## src/hw/rtl/srbs_pkg.sv

```systemverilog
// Shared types and constants for the sorted range bounds search block.
package srbs_pkg;

  localparam int IDX_W = 11;

  typedef enum logic [1:0] {
    ST_IDLE,
    ST_SETUP,
    ST_SRCH,
    ST_DONE
  } srbs_state_t;

  typedef struct packed {
    logic start;
    logic take;
  } srbs_ctl_t;

  typedef struct packed {
    logic busy;
    logic done;
  } srbs_sts_t;

  typedef struct packed {
    logic [IDX_W-1:0] first;
    logic [IDX_W-1:0] last;
    logic             found;
  } srbs_res_t;

endpackage

```

## src/hw/rtl/srbs_search.sv

```systemverilog
// Search sequencer: two binary searches, one memory probe per cycle.
module srbs_search #(
  parameter int DEPTH = 1024,
  parameter int ELEM_WIDTH = 32,
  parameter int CW = 11,
  parameter int AW = 10
) (
  input  logic                  clk,
  input  logic                  rst_n,
  input  srbs_pkg::srbs_ctl_t   ctl,
  input  logic [ELEM_WIDTH-1:0] key,
  input  logic [CW-1:0]         cnt,
  output srbs_pkg::srbs_sts_t   sts,
  output srbs_pkg::srbs_res_t   res,
  output logic                  rd_en,
  output logic [AW-1:0]         rd_addr,
  input  logic [ELEM_WIDTH-1:0] rd_data
);
  import srbs_pkg::*;

  localparam int SW = CW + 1;

  srbs_state_t state_r, state_nxt;
  logic pass_r, pend_r;
  logic first_v_r, last_v_r;
  logic [ELEM_WIDTH-1:0] key_r;
  logic [CW-1:0] cnt_r;
  logic signed [SW-1:0] s_r, e_r, mid_r;
  logic [IDX_W-1:0] first_r, last_r;

  logic signed [SW-1:0] s_upd, e_upd, diff_c, mid_c;
  logic w_eq, w_gt, w_lt, go_c;

  always_comb begin
    w_eq = (rd_data == key_r);
    w_gt = (rd_data > key_r);
    w_lt = (rd_data < key_r);
    s_upd = s_r;
    e_upd = e_r;
    if (state_r == ST_SRCH && pend_r) begin
      if (!pass_r) begin
        if (w_eq || w_gt) begin
          e_upd = mid_r - SW'(1);
        end else begin
          s_upd = mid_r + SW'(1);
        end
      end else begin
        if (w_eq || w_lt) begin
          s_upd = mid_r + SW'(1);
        end else begin
          e_upd = mid_r - SW'(1);
        end
      end
    end
    diff_c = e_upd - s_upd;
    mid_c = s_upd + (diff_c >>> 1);
    go_c = (s_upd <= e_upd);
  end

  always_comb begin
    state_nxt = state_r;
    unique case (state_r)
      ST_IDLE: begin
        if (ctl.start) state_nxt = ST_SETUP;
      end
      ST_SETUP: state_nxt = ST_SRCH;
      ST_SRCH: begin
        if (!go_c) state_nxt = pass_r ? ST_DONE : ST_SETUP;
      end
      ST_DONE: begin
        if (ctl.take) state_nxt = ST_IDLE;
      end
      default: state_nxt = ST_IDLE;
    endcase
  end

  always_comb begin
    sts.busy = 1'b1;
    sts.done = 1'b0;
    rd_en = 1'b0;
    unique case (state_r)
      ST_IDLE:  sts.busy = 1'b0;
      ST_SETUP: ;
      ST_SRCH:  rd_en = go_c;
      ST_DONE:  sts.done = 1'b1;
      default:  sts.busy = 1'b0;
    endcase
  end

  assign rd_addr = mid_c[AW-1:0];

  assign res.first = first_v_r ? first_r : '1;
  assign res.last  = last_v_r ? last_r : '1;
  assign res.found = first_v_r | last_v_r;

  always_ff @(posedge clk) begin
    if (!rst_n) begin
      state_r   <= ST_IDLE;
      pass_r    <= 1'b0;
      pend_r    <= 1'b0;
      first_v_r <= 1'b0;
      last_v_r  <= 1'b0;
    end else begin
      state_r <= state_nxt;
      unique case (state_r)
        ST_IDLE: begin
          if (ctl.start) begin
            pass_r    <= 1'b0;
            first_v_r <= 1'b0;
            last_v_r  <= 1'b0;
          end
        end
        ST_SETUP: pend_r <= 1'b0;
        ST_SRCH: begin
          pend_r <= go_c;
          if (pend_r && w_eq) begin
            if (pass_r) last_v_r <= 1'b1;
            else first_v_r <= 1'b1;
          end
          if (!go_c && !pass_r) pass_r <= 1'b1;
        end
        ST_DONE: ;
        default: ;
      endcase
    end
  end

  always_ff @(posedge clk) begin
    if (state_r == ST_IDLE && ctl.start) begin
      key_r <= key;
      cnt_r <= cnt;
    end
    if (state_r == ST_SETUP) begin
      s_r <= '0;
      e_r <= $signed({1'b0, cnt_r}) - SW'(1);
    end
    if (state_r == ST_SRCH) begin
      s_r   <= s_upd;
      e_r   <= e_upd;
      mid_r <= mid_c;
      if (pend_r && w_eq) begin
        if (pass_r) last_r <= IDX_W'(mid_r);
        else first_r <= IDX_W'(mid_r);
      end
    end
  end

endmodule

```

## config.mk

```make
export PLATFORM = sky130hd
export DESIGN_NAME = srbs_search
export DESIGN_NICKNAME = d
export VERILOG_FILES = /design/src/hw/rtl/srbs_pkg.sv /design/src/hw/rtl/srbs_search.sv
export SDC_FILE = /design/constraint.sdc
export NUM_CORES = 1
export LEC_CHECK = 0
export BUFFER_PORTS_ARGS = -buffer_cell sky130_fd_sc_hd__buf_2
export CELL_PAD_IN_SITES_DETAIL_PLACEMENT = 2
export CELL_PAD_IN_SITES_GLOBAL_PLACEMENT = 2
export CORE_ASPECT_RATIO = 1.75
export CORE_MARGIN = 2
export CORE_UTILIZATION = 33
export DETAILED_ROUTE_END_ITERATION = 7
export PLACE_DENSITY_LB_ADDON = 0.3
export RECOVER_POWER = 25
export SYNTH_ARGS = -nofsm -noshare
export SYNTH_HDL_FRONTEND = slang
export SYNTH_SLANG_ARGS = --single-unit
```

## constraint.sdc

```tcl
create_clock -name clk -period 5.77 [get_ports clk]
set_clock_uncertainty 0.15 [all_clocks]
set_input_delay 0.2885 -clock clk [delete_from_list [all_inputs] [get_ports clk]]
set_output_delay 0.2885 -clock clk [all_outputs]
set_load 0.01 [all_outputs]
```

# After elaboration in Yosys (flattened, before gate mapping)
# Index checks and enable logic that the tools add are counted.
classes:
  n_mux: 32
  magnitude_cmp: 3
  reduce_logical: 17
  n_eq_ne: 11
  bitwise: 2
  n_addsub: 5
op_table:
  columns: ["op", "count"]
  rows:
  - ["2-to-1 mux 12 bit", 12]
  - ["equality test 32 bit", 1]
  - ["> comparator 32 bit", 1]
  - ["less-than comparator 32 bit", 1]
  - ["2-to-1 mux 11 bit", 2]
  - ["adder 12 x 11 -> 12 bit", 1]
  - ["adder 12 x 2 -> 12 bit, second input constant", 1]
  - ["less-or-equal comparator 12 bit", 1]
  - ["AND reduction 3 bit", 4]
  - ["subtractor 11 x 1 -> 12 bit, second input constant", 1]
  - ["subtractor 12 bit", 1]
  - ["subtractor 12 x 2 -> 12 bit, second input constant", 1]
  - ["!= test 2 bit, second input constant", 5]
  - ["2-to-1 mux 1 bit", 9]
  - ["2-to-1 mux 2 bit", 4]
  - ["one-hot mux 1 bit (2 select lines)", 4]
  - ["one-hot mux 2 bit (4 select lines)", 1]
  - ["AND reduction 4 bit", 2]
  - ["equality test 2 bit, second input constant", 2]
  - ["logical AND 1 bit", 4]
  - ["!= test 2 x 1 -> 1 bit, second input constant", 2]
  - ["nonzero test 2 bit", 2]
  - ["equality test 2 x 1 -> 1 bit, second input constant", 1]
  - ["zero test 1 bit", 2]
  - ["other kinds (4)", 5]
totals:
  input_bits: 79
  ff_bits: 107
  elab_cells: 82
  out_inout_bits: 36

# Longest topological paths before layout
depth:
  ltp_word: 10
  mapped_depth: 28
  depth_no_buf: 26

# Worst setup path before layout
# OpenSTA, ideal clock, no wires.
synth_path:
  path_type: "reg-to-reg"
  start: "reg key_r[7]"
  end: "reg mid_r[11], data pin"
  slack_ns: 0.390
  required_ns: 5.352
  stages_incl_launch_ff: 28
  synth_period_minus_slack_ns: 5.380
  arrival_time_ns: 4.963
  cell_sequence: "edfxtp_1 > inv_1 > ha_1 > a21oi_1 > o21ai_1 > a221oi_2 > o211ai_1 > a21o_1 > o21ai_4 > nand2_4 > buf_2 > mux2i_1 > inv_1 > fa_1 > nand2b_1 > a21oi_1 > o21a_1 > o21a_1 > nor2_1 > xnor2_1 > ha_1 > nor4_1 > nor3_1 > a21oi_1 > nor2b_1 > o21a_1 > o41a_1 > xnor3_1"
synth_via:
  elab_chain_len: 7
  elab_cells_between_ends: 15
  cone_classes: "2 x add/sub; 2 x order compare; 1 x eq/ne; 8 x mux; 2 x reduce/logical"
synth_lines:
  columns: ["element", "line_no", "text"]
  rows:
  - ["from (decl)", "srbs_search.sv:26", "logic [ELEM_WIDTH-1:0] key_r;"]
  - ["from (signal assigned)", "srbs_search.sv:130", "key_r <= key;"]
  - ["> comparator 32 bit, or another cell as far along", "srbs_search.sv:36", "w_gt = (rd_data > key_r);"]
  - ["logical OR 1 bit (on tied branches)", "srbs_search.sv:42, srbs_search.sv:48", null]
  - ["2-to-1 mux 12 bit (on tied branches)", "srbs_search.sv:42, srbs_search.sv:48", null]
  - ["2-to-1 mux 12 bit (*)", "srbs_search.sv:41", "if (!pass_r) begin"]
  - ["2-to-1 mux 12 bit (*)", "srbs_search.sv:40", "if (state_r == ST_SRCH && pend_r) begin"]
  - ["named net s_upd[1]", "srbs_search.sv:31", "logic signed [SW-1:0] s_upd, e_upd, diff_c, mid_c;"]
  - ["subtractor 12 bit", "srbs_search.sv:55", "diff_c = e_upd - s_upd;"]
  - ["adder 12 x 11 -> 12 bit (*)", "srbs_search.sv:56", "mid_c = s_upd + (diff_c >>> 1);"]
  - ["named net mid_c[11]", "srbs_search.sv:31", null]
  - ["to (signal assigned)", "srbs_search.sv:140", "mid_r <= mid_c;"]
  - ["to (decl)", "srbs_search.sv:28", "logic signed [SW-1:0] s_r, e_r, mid_r;"]
# The timed path passes the listed nets; every way through them passes the cells marked *.
# A chain may end at the register's enable or synchronous reset.

# Worst setup path in the final report
layout_path:
  start: "reg key_r[11]"
  end: "out rd_addr[9]"
layout_via:
  elab_chain_len: 7
  elab_cells_between_ends: 15
  cone_classes: "2 x add/sub; 2 x order compare; 1 x eq/ne; 8 x mux; 2 x reduce/logical"
layout_lines:
  columns: ["element", "line_no", "text"]
  rows:
  - ["> comparator 32 bit, or another cell as far along", "srbs_search.sv:36", null]
  - ["logical OR 1 bit (on tied branches)", "srbs_search.sv:42, srbs_search.sv:48", null]
  - ["2-to-1 mux 12 bit (on tied branches)", "srbs_search.sv:42, srbs_search.sv:48", null]
  - ["2-to-1 mux 12 bit (*)", "srbs_search.sv:41", null]
  - ["2-to-1 mux 12 bit (*)", "srbs_search.sv:40", null]
  - ["named net s_upd[0]", "srbs_search.sv:31", null]
  - ["subtractor 12 bit", "srbs_search.sv:55", null]
  - ["adder 12 x 11 -> 12 bit (*)", "srbs_search.sv:56", null]
  - ["to (decl)", "srbs_search.sv:16", "output logic [AW-1:0] rd_addr,"]
# Marks and branches as above.

==> impl_results.md <==
* Status: finished, violations left
* Failing checks: setup timing
* Main synth FF type: edfxtp_1
* Post-Syn Area per Cell at between 10 and 15 um^2
* Number of fill cells at 2004
* Mapped Area at 0.00657 mm^2
* Total I/O pin count at around 120
* Synth warn at 0
* Die height at roughly 190 um
* Worst Hold Launch: rst_n
* Critical Path Sink Type: output pin
* Pin count of the biggest net entering global routing at 29
* Vias at 5671
* WP data arrival at roughly 5.8 ns
* Worst Path Buf+Inv at 4
* Cts bufs inserted at 9
* Synth async-reset ratio at 0%
* Power Density at roughly 740 mW/mm^2
* Mapped Nets at ~750
* Skew-Pair Late Insertion Delay at around 0.38 ns
* Clk buf depth at 2
* Vias in the first global route at approximately 6600
* Clk sink count at 107
* Multi-input logic area at 0.00346 mm^2
* Post-synth EDFFs at around 100
* DRC Markers at 0
* NetSw at between 2000 and 3000 uW
* Sw frac at between 40 and 50%
* LEAKAGE at ~0.0037 uW
* Pin slew with the least headroom to its limit at between 1 and 1.5 ns
* CTS tree: built
* Slowest stage delay, CP at slightly above 0.4 ns
* Full die area at 0.0211 mm^2
* Hold path cells at 2
* Core ar. at slightly below 0.02 mm^2
* Initial antenna violation count at 1
* HPWL Detailed at roughly 16 mm
* Worst min-delay path class: in2reg
* Power share of the clock group at a little under a tenth
* Final Critical Period at ~6.2 ns
* Gp weighted congestion at between 0.8 and 0.9
* CP Class: reg2out
* Worst R2R Path Depth at 28
* DR iter-0 viols at slightly above 300
* Crit. Startpoint: key_r[11]
* Comb pwr share at between 60% and 70%
* Post-synthesis register bit count at ~110
* Global-route wire length before repair at ~37 mm
* VDD IR max at 0.615 mV
* FP Rows at 68
* CP required at 5.33 ns
* CP Depth at 29
* H-Tree Depth at 3
* Final Hold Vio Count at 0
* Utilization after layout at between 40% and 50%
* Worst Path Max Fanout at 3
* CTS clk-pin slew, worst paths at approximately 0.08 ns
* Fmax at about 160 MHz
* R2R Path Start: key_r[11]
* CTS root buf: clkbuf_16
* Final std cells w/o fill at around 1100
* Slew Limit Fails at 0
* Setup violators final at 6
* DRT antenna net count at 0
* Synth-to-Final Area Change at 36.1%
* RSZ-0062 raised after global routing: yes
* Final Cycle Share at 108%
* Seq/Total Area, Yosys at between 40% and 50%
* DP Cell Count at 966
* Vias/cell at about 5.3
* Top cell by count, worst path: o21a_1
* Share of layout cells above drive strength 1 at 32.3%
* Total track usage at 23.4%
* Storage cell area at 0.00315 mm^2
* Die span in x at 111 um
* Register share of total power at 22.7%
* Yosys cell types at between 50 and 60
* WL final at 26.4 mm
* Final worst setup slack at -0.443 ns
* CP Launch Type: flip-flop
* CP max stage cell: edfxtp_1
* Layout Nets at between 900 and 1000
* Post-Syn Instances at between 600 and 700
* Max-Cap Viols at 0
* P_int at approximately 3700 uW
* Starting Density at between 30 and 40%
* IO buf count at about 110
* Max-slew headroom at slightly above 30%
* Wire per inst at between 20 and 25 um
* GRT overflow at 0
* 1st-pass router iterations at 4
* Delay-heaviest family, CP: compound AO/OA/AOI/OAI gates
[layout make-up]
class / instances / area share, %
Tap cell: 245 / 3.43
Clock inverter: 4 / 0.308
Clock buffer: 12 / 2.65
Antenna cell: 1 / 0.0280
Sequential cell: 107 / 35.3
Multi-Input combinational cell: 416 / 38.7
Inverter: 62 / 2.60
Timing Repair Buffer: 222 / 17.0
[flip-flops by register name (all words and copies together) (netlist names)]
register	count
pass_r	1
state_r	2
last_r	11
pend_r	1
key_r	32
first_r	11
last_v_r	1
s_r	12
mid_r	12
e_r	12
cnt_r	11
first_v_r	1
[Yosys cell counts (all sizes together) (2+ instances only)]
cell,instances,area share (%)
buf,14,1.4
a222oi,3,0.46
nand2,31,1.9
xor2,17,2.3
a211oi,3,0.34
mux2,8,1.4
and3,8,0.76
and2,2,0.19
o22ai,4,0.38
dfxtp,6,1.8
nor2b,5,0.48
o31ai,3,0.34
o221a,2,0.34
clkbuf,10,0.57
nor4,8,0.76
nor2,49,2.8
o21bai,4,0.46
a31oi,4,0.38
edfxtp,101,46
and3b,2,0.27
o211ai,3,0.34
mux2i,7,1.3
a21o,9,1.0
ha,62,12
nand2b,25,2.4
nand4,10,0.95
xnor2,26,3.5
a21oi,36,2.7
inv,62,3.5
a31o,6,0.80
fa,2,0.61
o21ai,22,1.9
or2,3,0.29
o21a,7,0.80
a22oi,2,0.23
nor3,15,1.1
nand3,16,1.2
[cells in the final DEF, fill, tap and decap left out, drive strengths merged, types with 3 or more instances in the layout]
cell type    instances
a222oi               3
o21bai               4
o31ai                3
dlygate4sd3         43
mux2                 8
nor2b                5
clkbuf              20
nand4               10
or2                  3
edfxtp             101
a31oi                4
buf                171
nand3               16
and3                 8
o21a                 7
ha                  62
a31o                 6
xor2                17
o211ai               3
a211oi               3
a21o                 9
nor2                49
o21ai               22
dfxtp                6
mux2i                7
nand2b              25
nor3                15
clkinvlp             3
a21oi               36
nor4                 8
inv                 61
xnor2               26
o22ai                4
nand2               31
[logic make-up (layout without fill, tap and decap cells)]
family                     count (synthesis)  after routing  synth area share (%)
adders and majority gates                 64             64                  12.4
AOI/OAI and AO/OA                        116            116                  11.8
muxes                                     15             15                  2.63
buffers and inverters                     86            300                  5.56
and+or+nand+nor                          177            177                  13.5
DFF                                      107            107                  48.0
other                                      0              1                     0
xor gates and xnor gates                  44             44                  6.08
[final timing paths]
kind	end	slack, ns
max	rd_addr[9]	-0.44
min	state_r[0]	0.08
max reg2reg	mid_r[11]	-0.23
min reg2reg	state_r[1]	0.37
[power by group through the flow]
stage | logic, uW | clock network [uW] | registers (uW)
after floorplan | 2660 | 0 | 1400
after global placement | 3240 | 0 | 1470
after detailed placement | 3390 | 0 | 1490
after CTS | 3700 | 606 | 1480
after global routing | 4900 | 647 | 1510
final | 4470 | 616 | 1490
[stage by stage]
stage / total power (uW) / instance area [um^2] / setup WS, ns / hold slack [ns] / TNS [ns]
after floorplan: 4060 / 6570 / 0.390 / 0.237 / 0
final: 6580 / 8940 / -0.443 / 0.0795 / -1.21
after detailed placement: 4880 / 7480 / -0.124 / 0.317 / -0.382
after CTS: 5780 / 8560 / -0.0547 / 0.0721 / -0.0547
after global placement: 4710 / 7480 / 0.108 / 0.315 / 0
after global routing: 7060 / 8940 / -0.720 / 0.0732 / -3.17
[per-layer routing]
| layer | part of all wire, % | GRT usage, % | up-vias |
|---|---|---|---|
| met5 | 0 | 0 | - |
| met4 | 5.2 | 14.4 | 0 |
| met3 | 2.6 | 3.46 | 54 |
| met2 | 58 | 48.2 | 140 |
| met1 | 34 | 20.5 | 2875 |
| li1 | - | - | 2602 |
[what timing repair did]
action | 4_1_cts | 5_1_grt
pin swaps | 32 | 38
hold buffers | 43 | 0
setup endpoints to repair | 6 | 11
hold endpoints to repair | 43 | 0
buffers inserted | 29 | 17
gates resized for setup | 33 | 52
(Power assumes the default switching activity.)
